### src/rtl/bitplane_scroll_fill_macros.svh
// Assertion macros for the bitplane scroll fill block.
// No dependencies; included by the modules that assert.
`ifndef BITPLANE_SCROLL_FILL_MACROS_SVH
`define BITPLANE_SCROLL_FILL_MACROS_SVH
`ifndef SYNTHESIS
`define BSF_ASSERT(label, clk, rst_n, prop) \
  label: assert property (@(posedge clk) disable iff (!rst_n) prop) else $error("bsf check failed");
`define BSF_ASSERT_NR(label, clk, prop) \
  label: assert property (@(posedge clk) prop) else $error("bsf check failed");
`else
`define BSF_ASSERT(label, clk, rst_n, prop)
`define BSF_ASSERT_NR(label, clk, prop)
`endif
`endif

### src/rtl/bsf_pkg.sv
// Package for the bitplane scroll fill block: command codes, controller
// states and the command/status structs. No dependencies.
package bsf_pkg;

  localparam logic [1:0] CMD_WRITE  = 2'd0;
  localparam logic [1:0] CMD_READ   = 2'd1;
  localparam logic [1:0] CMD_SCROLL = 2'd2;

  localparam int unsigned REG_TALL   = 0;
  localparam int unsigned REG_UPPER  = 1;
  localparam int unsigned REG_MONO   = 2;
  localparam int unsigned REG_MPLANE = 3;
  localparam int unsigned REG_FOUR   = 4;
  localparam int unsigned REG_BG     = 5;

  typedef enum logic [6:0] {
    ST_CLEAR  = 7'b0000001,
    ST_IDLE   = 7'b0000010,
    ST_RDWAIT = 7'b0000100,
    ST_COPY   = 7'b0001000,
    ST_FILL   = 7'b0010000,
    ST_NEXT   = 7'b0100000,
    ST_DONE   = 7'b1000000
  } state_t;

  // Controller to datapath.
  typedef struct packed {
    logic clr_step;   // clearing pass: write zero, advance
    logic host_wr;    // host byte write
    logic host_rd;    // host byte read
    logic nop;        // unused command: zero result, store untouched
    logic cap;        // capture scroll parameters
    logic plane_init; // pick first plane, set its fill byte
    logic copy_step;  // copy one byte of plane into scratch
    logic fill_step;  // write one destination byte
    logic idx_reset;  // reset index counter
    logic plane_next; // advance to next plane
    logic res_load;   // load result register
  } cmd_t;

  // Datapath to controller.
  typedef struct packed {
    logic clr_done;
    logic illegal;
    logic copy_last;
    logic fill_last;
    logic plane_none;  // no plane left to do
  } sts_t;

endpackage

### src/rtl/bsf_ctrl.sv
// Controller state machine of the bitplane scroll fill block.
// Depends on bsf_pkg and bitplane_scroll_fill_macros.svh.
`include "bitplane_scroll_fill_macros.svh"
module bsf_ctrl (
  input  logic           clk,
  input  logic           rst_n,
  input  logic           in_valid,
  output logic           in_stall,
  input  logic [1:0]     in_cmd,
  output logic           out_valid,
  input  logic           out_stall,
  input  bsf_pkg::sts_t  sts,
  output bsf_pkg::cmd_t  cmd
);

  bsf_pkg::state_t state_r, state_nxt;
  logic out_valid_r, out_valid_nxt;
  logic acc;
  logic res_free;

  assign out_valid = out_valid_r;
  // The result register is free when empty or being taken this cycle.
  assign res_free  = !out_valid_r || !out_stall;
  assign in_stall  = !(state_r == bsf_pkg::ST_IDLE) || !res_free;
  assign acc       = in_valid && !in_stall;

  always_comb begin
    state_nxt     = state_r;
    out_valid_nxt = out_valid_r;
    cmd           = '0;
    if (out_valid_r && !out_stall) out_valid_nxt = 1'b0;
    unique case (state_r)
      bsf_pkg::ST_CLEAR: begin
        cmd.clr_step = 1'b1;
        if (sts.clr_done) state_nxt = bsf_pkg::ST_IDLE;
      end
      bsf_pkg::ST_IDLE: begin
        if (acc) begin
          priority if (in_cmd == bsf_pkg::CMD_SCROLL) begin
            cmd.cap   = 1'b1;
            state_nxt = bsf_pkg::ST_RDWAIT;
          end else if (in_cmd == bsf_pkg::CMD_READ) begin
            cmd.host_rd = 1'b1;
            state_nxt   = bsf_pkg::ST_DONE;
          end else if (in_cmd == bsf_pkg::CMD_WRITE) begin
            cmd.host_wr   = 1'b1;
            cmd.res_load  = 1'b1;
            out_valid_nxt = 1'b1;
          end else begin
            cmd.nop       = 1'b1;
            cmd.res_load  = 1'b1;
            out_valid_nxt = 1'b1;
          end
        end
      end
      bsf_pkg::ST_RDWAIT: begin
        if (sts.illegal) begin
          state_nxt = bsf_pkg::ST_DONE;
        end else begin
          cmd.plane_init = 1'b1;
          state_nxt      = bsf_pkg::ST_NEXT;
        end
      end
      bsf_pkg::ST_NEXT: begin
        if (sts.plane_none) begin
          state_nxt = bsf_pkg::ST_DONE;
        end else begin
          cmd.idx_reset = 1'b1;
          state_nxt     = bsf_pkg::ST_COPY;
        end
      end
      bsf_pkg::ST_COPY: begin
        cmd.copy_step = 1'b1;
        if (sts.copy_last) begin
          cmd.idx_reset = 1'b1;
          state_nxt     = bsf_pkg::ST_FILL;
        end
      end
      bsf_pkg::ST_FILL: begin
        cmd.fill_step = 1'b1;
        if (sts.fill_last) begin
          cmd.plane_next = 1'b1;
          state_nxt      = bsf_pkg::ST_NEXT;
        end
      end
      bsf_pkg::ST_DONE: begin
        if (res_free) begin
          cmd.res_load  = 1'b1;
          out_valid_nxt = 1'b1;
          state_nxt     = bsf_pkg::ST_IDLE;
        end
      end
      default: state_nxt = bsf_pkg::ST_IDLE;
    endcase
  end

  always_ff @(posedge clk) begin
    if (!rst_n) begin
      state_r     <= bsf_pkg::ST_CLEAR;
      out_valid_r <= 1'b0;
    end else begin
      state_r     <= state_nxt;
      out_valid_r <= out_valid_nxt;
    end
  end

  `BSF_ASSERT(a_onehot, clk, rst_n, $onehot(state_r))
  `BSF_ASSERT(a_no_acc_busy, clk, rst_n, (state_r != bsf_pkg::ST_IDLE) |-> in_stall)
  `BSF_ASSERT(a_hold_result, clk, rst_n, (out_valid_r && out_stall) |=> out_valid_r)
  `BSF_ASSERT(a_load_free, clk, rst_n, cmd.res_load |-> res_free)

endmodule

### config.mk
export PLATFORM = sky130hd
export DESIGN_NAME = bsf_ctrl
export DESIGN_NICKNAME = d
export VERILOG_FILES = /design/src/rtl/bsf_pkg.sv /design/src/rtl/bsf_ctrl.sv
export VERILOG_INCLUDE_DIRS = /design/src /design/src/rtl
export SDC_FILE = /design/constraint.sdc
export NUM_CORES = 1
export LEC_CHECK = 0
export ABC_AREA = 0
export ABC_CLOCK_PERIOD_IN_PS = 1600
export BUFFER_PORTS_ARGS = -buffer_cell sky130_fd_sc_hd__buf_2
export CORE_MARGIN = 3
export CORE_UTILIZATION = 40
export CTS_CLUSTER_SIZE = 8
export DETAILED_ROUTE_END_ITERATION = 10
export PLACE_DENSITY = 0.66
export SETUP_SLACK_MARGIN = 0.02
export SLEW_MARGIN = 20
export SYNTH_ARGS = -nofsm -noshare
export SYNTH_HDL_FRONTEND = slang
export SYNTH_SLANG_ARGS = --single-unit
### constraint.sdc
create_clock -name clk -period 1.6 [get_ports clk]
set_input_delay 0 -clock clk [delete_from_list [all_inputs] [get_ports clk]]
set_output_delay 0 -clock clk [all_outputs]
set_load 0.005 [all_outputs]
==> results of run 1 <==
## final cells by class
cell class	count	area, um2	share of cell area [%]
multi-input combinational	70	535.5	56.76
sequential	8	171.4	18.17
timing repair buffer	30	171.4	18.17
clock buffer	3	22.52	2.387
inverter	6	22.52	2.387
tap	16	20.02	2.122
## cell families after synthesis
group | after synthesis | share of synthesized area (%)
DFF | 8 | 22.78
adders and majority gates | 5 | 8.897
xor gates and xnor gates | 1 | 1.246
buffers and inverters | 9 | 4.982
and+or+nand+nor | 42 | 38.44
AOI/OAI and AO/OA | 22 | 23.67
## metrics by stage
step                utilization (%)  total power [uW]  TNS [ps]  setup slack [ps]  cell area [um2]
finish                        59.84             509.5    -15.15            -15.15            943.4
global route                  59.84             540.1    -444.7            -100.7            943.4
CTS                           57.54             506.7         0             21.72            907.1
detailed placement            54.29             331.1         0             126.7            855.8
global placement              54.29             331.1         0             140.9            855.8
floorplan                         -             285.8         0             187.3            703.2
## cells in the final DEF (no fill, tap or decap), types with 2 or more instances in the layout
cell type / Yosys / layout
a21oi_1: 3 / 2
and2_1: 7 / 7
and3_1: 3 / 2
buf_2: 1 / 23
buf_4: 0 / 6
clkbuf_4: 0 / 3
dfxtp_1: 8 / 3
dfxtp_2: 0 / 3
dfxtp_4: 0 / 2
ha_1: 5 / 5
inv_1: 6 / 6
nand2_1: 3 / 3
nand2b_1: 2 / 2
nor2_1: 8 / 7
nor4b_1: 3 / 3
o21ai_0: 4 / 4
o2bb2ai_1: 2 / 2
or4b_4: 1 / 2
## critical path, stage by stage (launching register included)
cell	delay (ps)
dfxtp_4	370
nor4_4	400
buf_4	190
and3_4	190
a21o_1	100
buf_2	100
## final timing paths
| kind | from | end | slack, ps | depth (start not counted) |
|---|---|---|---|---|
| worst max-delay path | state_r[5] | cmd[2] | -20 | 5 |
| worst min-delay path | sts[2] | state_r[4] | 3 | 3 |
| worst max register to register | state_r[5] | state_r[6] | 60 | 7 |
| worst min register to register | state_r[6] | state_r[5] | 620 | 2 |
## flip-flops by register name, indices dropped and copies added (netlist names)
register   cells
state_r        7
out_valid      1
## power by group through the flow
stage | sequential [uW] | combinational [uW] | clock [uW]
after floorplan | 218 | 67.9 | 0
after global placement | 226 | 105 | 0
after detailed placement | 227 | 105 | 0
after CTS | 224 | 112 | 171
after global routing | 226 | 135 | 179
final | 224 | 121 | 165
## per-layer routing
layer  part of all wire, %  vias to the layer above  track usage, %
met5                     0                        -               0
met4                  0.32                        0           3.226
met3                   4.5                        2           5.639
met2                    47                       22           22.69
met1                    48                      350           27.75
li1                      -                      388               -
## what timing repair did
item	in CTS	in global routing
setup endpoints to repair	6	7
pin swaps	1	6
resized for setup	7	8
setup buffers	1	2
==> results.cfg, run 1 <==
[outcome]
run_status = finished with violations
violations = negative setup slack

[worst_setup_path]
worstSetupPathType = reg2out
endpoint_kind = output port
worstPathRequired_ps = 1600
cp.arrival_ps = 1620
critPathLaunchType = register
crit_fanout = 8

[synthesis]
synth.top_cell.area_share_pct = 22.78
synthTopCellsByCount = dfxtp_1 (8), nor2_1 (8), and2_1 (7), inv_1 (6), ha_1 (5)
ys_warn_count = 0
ys_types = 41
synth_nets = 103
synthTopCellsByArea = dfxtp_1 (23%), ha_1 (8.9%), and2_1 (6.2%)
post_synth.cell_area_avg_um2 = 8.082
async_flop_share_pct = 0
synthFlopType = dfxtp_1
syn_inst = 87
yosys.area.top_type = dfxtp_1
ys_seq_elements = 8
syn_area_um2 = 703.2
synth_edf_count = 0
yosysSeqAreaShare_pct = 22.78

[timing]
setup_viol = 1
max_freq_mhz = 619.1
finalWorstSetupSlack_ps = -15.15
fin_crit_ps = 1615
rsz0062_at_grt = yes
slew-limit-headroom_pct = 76.06
clock_skew_ps = 3.100
hold_slack_ps = 3.208
hold_viol_final = 0
tightestPinTransition_ps = 354.0
drv_slew = 0
timing.final.crit_share_pct = 100.9

[power_and_ir_drop]
vdd_drop_max_uv = 416.9
p_sw_share_pct = 30.47
comb_power_share_pct = 23.7
p_int_uw = 354.2
p_sw_uw = 155.3
seqPwrFrac_pct = 43.9
pwr-share-clk_pct = 32.4
p_leak_uw = 0.0004601
power_per_cell_area_nw_per_um2 = 540.1

[cts]
cts-root-buf = clkbuf_4
clockBufferDepth = 2
cts_tree = done
cts.sink_count = 8
clk_latency_ps = 260
clk_pin_slew_ps = 60
cts_made_buffers = 3
h-tree-depth = 1
cts_hold_buf = 0

[die]
die_area_um2 = 2297
fp.dieH_um = 47.93
initial_core_util_pct = 44.60
core_area_um2 = 1577
num_rows = 14
num_io_pins = 24
dieWidth_um = 47.93

[global_routing]
antenna_found_initial = 0
grt_max_degree = 11
grt_pass1_vias = 611
grt.overflow.total = 0
track_usage_pct = 17.58
grt_pass1_wl_um = 2835

[cells_and_area]
syn_to_final_growth_pct = 34.16
fillerInstances = 148
fin_cells = 133
diodes = 0
fin_nets = 135
drive_above_1_share_pct = 42.74

[detailed_routing]
vias = 762
antenna_left = 0
wire_per_inst_um = 14.22
drc = 0
wl_um = 1891
drt_iter0_drc = 29
first_pass_iters = 4
viasPerCell = 5.729

[placement]
dp_cells = 127
dp_hpwl_um = 1354
place_congestion = 0.7702
port_buffers = 23

[hold_path]
min_path_type = in2reg

[run]
drv_cap = 0
Power figures use the tool's default switching activity.
==> inputs of run 2 (changes only) <==
SKIP_CTS_REPAIR_TIMING = 1   (was default)
==> run 2 against run 1 <==
Largest power group unchanged. Combinational power hardly changed. Final area decreased by 0.93%. The run still ends with negative setup slack left. Sequential share of layout area is 0.097 points lower. Die area unchanged. Critical path depth did not move. Sequential cell count is the same. Maximum frequency is 0.72% higher.
==> results.cfg, run 2 (synthesis gave the netlist of run 1 again) <==
[cts]
clockBufferDepth = 2
clk_latency_ps = 260
cts.sink_count = 8
cts_tree = done
cts-root-buf = clkbuf_4
clk_pin_slew_ps = 60
cts_made_buffers = 3
h-tree-depth = 1

[cells_and_area]
drive_above_1_share_pct = 42.74
largest_reg_flops = 7
largest-register = state_r
syn_to_final_growth_pct = 32.92
final_common_cell = buf_2
final_cell_mix = buf_2 (23), nor2_1 (7), and2_1 (7)
fin_area_um2 = 934.6
diodes = 0
fillerInstances = 157
fin_nets = 135

[power_and_ir_drop]
vdd_drop_max_uv = 413.7
p_leak_uw = 0.0004579
p_sw_uw = 156.5
p_sw_share_pct = 30.68
comb_power_share_pct = 23.6
pwr-share-clk_pct = 32.7
seqPwrFrac_pct = 43.7
power_per_cell_area_nw_per_um2 = 545.6
p_int_uw = 353.5

[die]
initial_core_util_pct = 44.60
die_area_um2 = 2297
dieWidth_um = 47.93
num_io_pins = 24
core_area_um2 = 1577
fp.dieH_um = 47.93
num_rows = 14

[detailed_routing]
viasPerCell = 5.586
drt_iter0_drc = 26
drc = 0
vias = 743
first_pass_iters = 4
wl_um = 1869
wire_per_inst_um = 14.05
antenna_left = 0

[run]
drv_cap = 0

[placement]
place_area_um2 = 855.8
place_congestion = 0.7702
dp_hpwl_um = 1354
pre_cts_ws_ps = 126.7
port_buffers = 23

[worst_setup_path]
worstSetupPathType = reg2out
rrSetupSlack_ps = 80
cp_slowest_cell = nor4_4
critPathMaxStageDelay_ps = 400
worstPathRequired_ps = 1600
path_cells = nor4_4 -> buf_4 -> and3_4 -> a21o_1 -> buf_2
cp.arrival_ps = 1600
critPathLaunchType = register
crit_fanout = 6
endpoint_kind = output port

[global_routing]
grt.overflow.total = 0
track_usage_pct = 17.06
grt_max_degree = 11
grt_pass1_vias = 580
antenna_found_initial = 0
grt_pass1_wl_um = 2739

[timing]
finalWorstSetupSlack_ps = -3.616
hold_viol_final = 0
hold_slack_ps = 2.366
slew-limit-headroom_pct = 76.25
max_freq_mhz = 623.6
fin_crit_ps = 1604
tightestPinTransition_ps = 351.3
drv_slew = 0
setup_viol = 1
rsz0062_at_grt = yes
clock_skew_ps = 1.772
timing.final.crit_share_pct = 100.2

[outcome]
violations = negative setup slack
run_status = finished with violations

[hold_path]
min_path_type = in2reg
-- run 2: cell types whose count changed in the layout (fill, tap and decap cells not counted), sizes merged --
cell / previous run / this run
buf: 30 / 29
clkbuf: 3 / 4
-- run 2: final cells by class --
cell class / instances / area [um2] / area share [%]
Multi-Input combinational cell: 70 / 535.5 / 57.30
Sequential cell: 8 / 168.9 / 18.07
Timing Repair Buffer: 30 / 165.2 / 17.67
Clock buffer: 3 / 22.52 / 2.410
Inverter: 6 / 22.52 / 2.410
Tap cell: 16 / 20.02 / 2.142
-- run 2: final timing paths --
kind                            cells after the start    endpoint  startpoint
worst max-delay path                                5      cmd[2]  state_r[1]
worst min-delay path                                3  state_r[4]      sts[2]
worst max register to register                      3  state_r[4]  state_r[4]
worst min register to register                      2  state_r[5]  state_r[6]
-- run 2: stage by stage --
stage	TNS [ps]	utilization [%]	power, uW	std cells
after floorplan	0	-	285.8	87
after global placement	0	54.29	331.1	127
after detailed placement	0	54.29	331.1	127
after CTS	-672.5	55.71	499.0	130
after global routing	-249.2	59.29	540.3	133
final	-3.616	59.29	509.9	133
-- run 2: power groups by stage --
stage	logic (uW)	registers, uW	clock network, uW
finish	121	223	167
global route	136	225	179
CTS	105	222	171
detailed placement	105	227	0
global placement	105	226	0
floorplan	67.9	218	0
-- run 2: critical path: cells and delay by family (launching register included) --
family	cells	cell delay [ps]
DFF	1	360
buffers and inverters	2	290
AOI/OAI and AO/OA	1	100
and+or+nand+nor	2	590
-- run 2: layer usage --
metal / track usage [%] / up-vias / share of wire [%]
li1: - / 388 / -
met1: 27.31 / 342 / 49
met5: 0 / - / 0
met4: 3.226 / 0 / 0.32
met3: 5.639 / 2 / 3.4
met2: 21.37 / 11 / 47
==> inputs of run 3 (changes only) <==
CORE_MARGIN = default   (was 3)
==> run 3 against run 2 <==
The flow now finishes without violations. Sequential share of layout area fell by 1.0 points. Wire length rose by 5.7%. Core utilization rose by 4.5 points. Clock-buffer cell count did not move. Power rose by 0.97%. Maximum frequency rose by 1.4%. Final cell count rose by 3.8%. Critical endpoint is now cmd[6]. Via count rose by 8.3%. Register-to-register slack got worse by 50 ps. Clock power fell by 9.6%. Highest routed layer is now met3. Final area rose by 7.6%. Largest cell class unchanged.
==> results.cfg, run 3 (synthesis gave the netlist of run 1 again) <==
[cts]
cts-root-buf = clkbuf_4
cts_made_buffers = 3
h-tree-depth = 1
clockBufferDepth = 2
cts.sink_count = 8
clk_pin_slew_ps = 50
clk_latency_ps = 250
cts_tree = done

[timing]
clock_skew_ps = 2.462
hold_slack_ps = 24.14
finalWorstSetupSlack_ps = 17.75
max_freq_mhz = 632.0
slew-limit-headroom_pct = 73.96
setup_viol = 0
setup-tns-final_ps = 0
timing.final.crit_share_pct = 98.89
rsz0062_at_grt = yes
hold_viol_final = 0
tightestPinTransition_ps = 387.6
fin_crit_ps = 1582
drv_slew = 0

[global_routing]
grt_max_degree = 10
grt_pass1_wl_um = 2856
track_usage_pct = 19.52
grt.overflow.total = 0
grt_pass1_vias = 639
antenna_found_initial = 0

[detailed_routing]
vias = 805
first_pass_iters = 4
drt_iter0_drc = 23
drc = 0
wire_per_inst_um = 14.32
viasPerCell = 5.833
wl_um = 1976
antenna_left = 0

[die]
dieWidth_um = 43.93
fp.dieH_um = 43.93
core_area_um2 = 1577
num_io_pins = 24
num_rows = 14
die_area_um2 = 1929
initial_core_util_pct = 44.60

[worst_setup_path]
crit_fanout = 4
cp_slowest_cell = dfxtp_2
rrSetupSlack_ps = 30
reg2reg_from = state_r[1]
endpoint_kind = output port
critPathMaxStageDelay_ps = 330
cp_num_buf_inv = 2
ff2ff_path_depth = 5
crit_family = simple AND/OR/NAND/NOR gates
r2r-end = state_r[1]
cp.arrival_ps = 1580
worstSetupPathType = reg2out
critPathLaunchType = register
worstPathRequired_ps = 1600
path_cells = nor3_2 -> buf_4 -> nand4_1 -> a21oi_2 -> and2_1 -> buf_2

[cells_and_area]
final_common_cell = buf_2
syn_to_final_growth_pct = 43.06
largest-register = state_r
diodes = 0
fillerInstances = 139
fin_nets = 140
drive_above_1_share_pct = 49.18
largest_reg_flops = 7
final_cell_mix = buf_2 (23), buf_4 (12), nor2_1 (7), and2_1 (7)

[power_and_ir_drop]
p_leak_uw = 0.0004883
vdd_drop_max_uv = 500.0
power_per_cell_area_nw_per_um2 = 511.8

[outcome]
run_status = completed

[hold_path]
worst_hold_path.endpoint = state_r[4]
min_path_type = in2reg
hold_depth = 3
hold_start = sts[2]

[placement]
place_congestion = 0.8709
dp_hpwl_um = 1413
port_buffers = 23
pre_cts_ws_ps = 85.66

[run]
drv_cap = 0
-- run 3: changes by cell type in the layout (fill, tap and decap cells not counted), sizes merged --
cell,change
buf,+6
clkbuf,-1
-- run 3: how the worst max path moves through the flow --
stage                     from         end  slack, ps  cells past startpoint
floorplan           state_r[1]  state_r[4]        190                      4
global placement    state_r[2]  state_r[5]         70                      5
detailed placement  state_r[4]  state_r[2]         90                      4
CTS                 state_r[1]      cmd[6]       -120                      5
global route        state_r[3]      cmd[6]       -110                      6
finish              state_r[6]      cmd[6]         20                      6
-- run 3: area by class of cell --
class / instances / area (um2) / area share (%)
tap: 16 / 20.02 / 1.990
inverter: 6 / 22.52 / 2.239
sequential: 8 / 171.4 / 17.04
timing repair buffer: 35 / 205.2 / 20.40
multi-input combinational: 70 / 564.3 / 56.09
clock buffer: 3 / 22.52 / 2.239
-- run 3: power breakdown --
part / switching, uW / internal, uW
Clock: 65.9 / 85.6
Sequential: 14.1 / 208
Combinational: 71.1 / 70.1
-- run 3: worst register-to-register path, delay by kind of cell (launching register included) --
| family | cells | cell delay [ps] |
|---|---|---|
| simple gates | 2 | 510 |
| flops | 1 | 370 |
| compound gates | 2 | 370 |
| buf+inv | 1 | 190 |
-- run 3: stage by stage --
step | std cells | area (um2) | util [%] | power, uW
after floorplan | 87 | 703.2 | - | 285.8
after global placement | 130 | 878.3 | 55.71 | 335.7
after detailed placement | 130 | 878.3 | 55.71 | 336.1
after CTS | 133 | 900.9 | 57.14 | 488.3
after global routing | 138 | 1006 | 63.81 | 545.1
final | 138 | 1006 | 63.81 | 514.9
-- run 3: per-layer routing --
layer  wire length [um]  track usage (%)
met1                839            29.26
met2               1035            29.25
met5                  0                0
met3                102            6.250
met4                  0                0
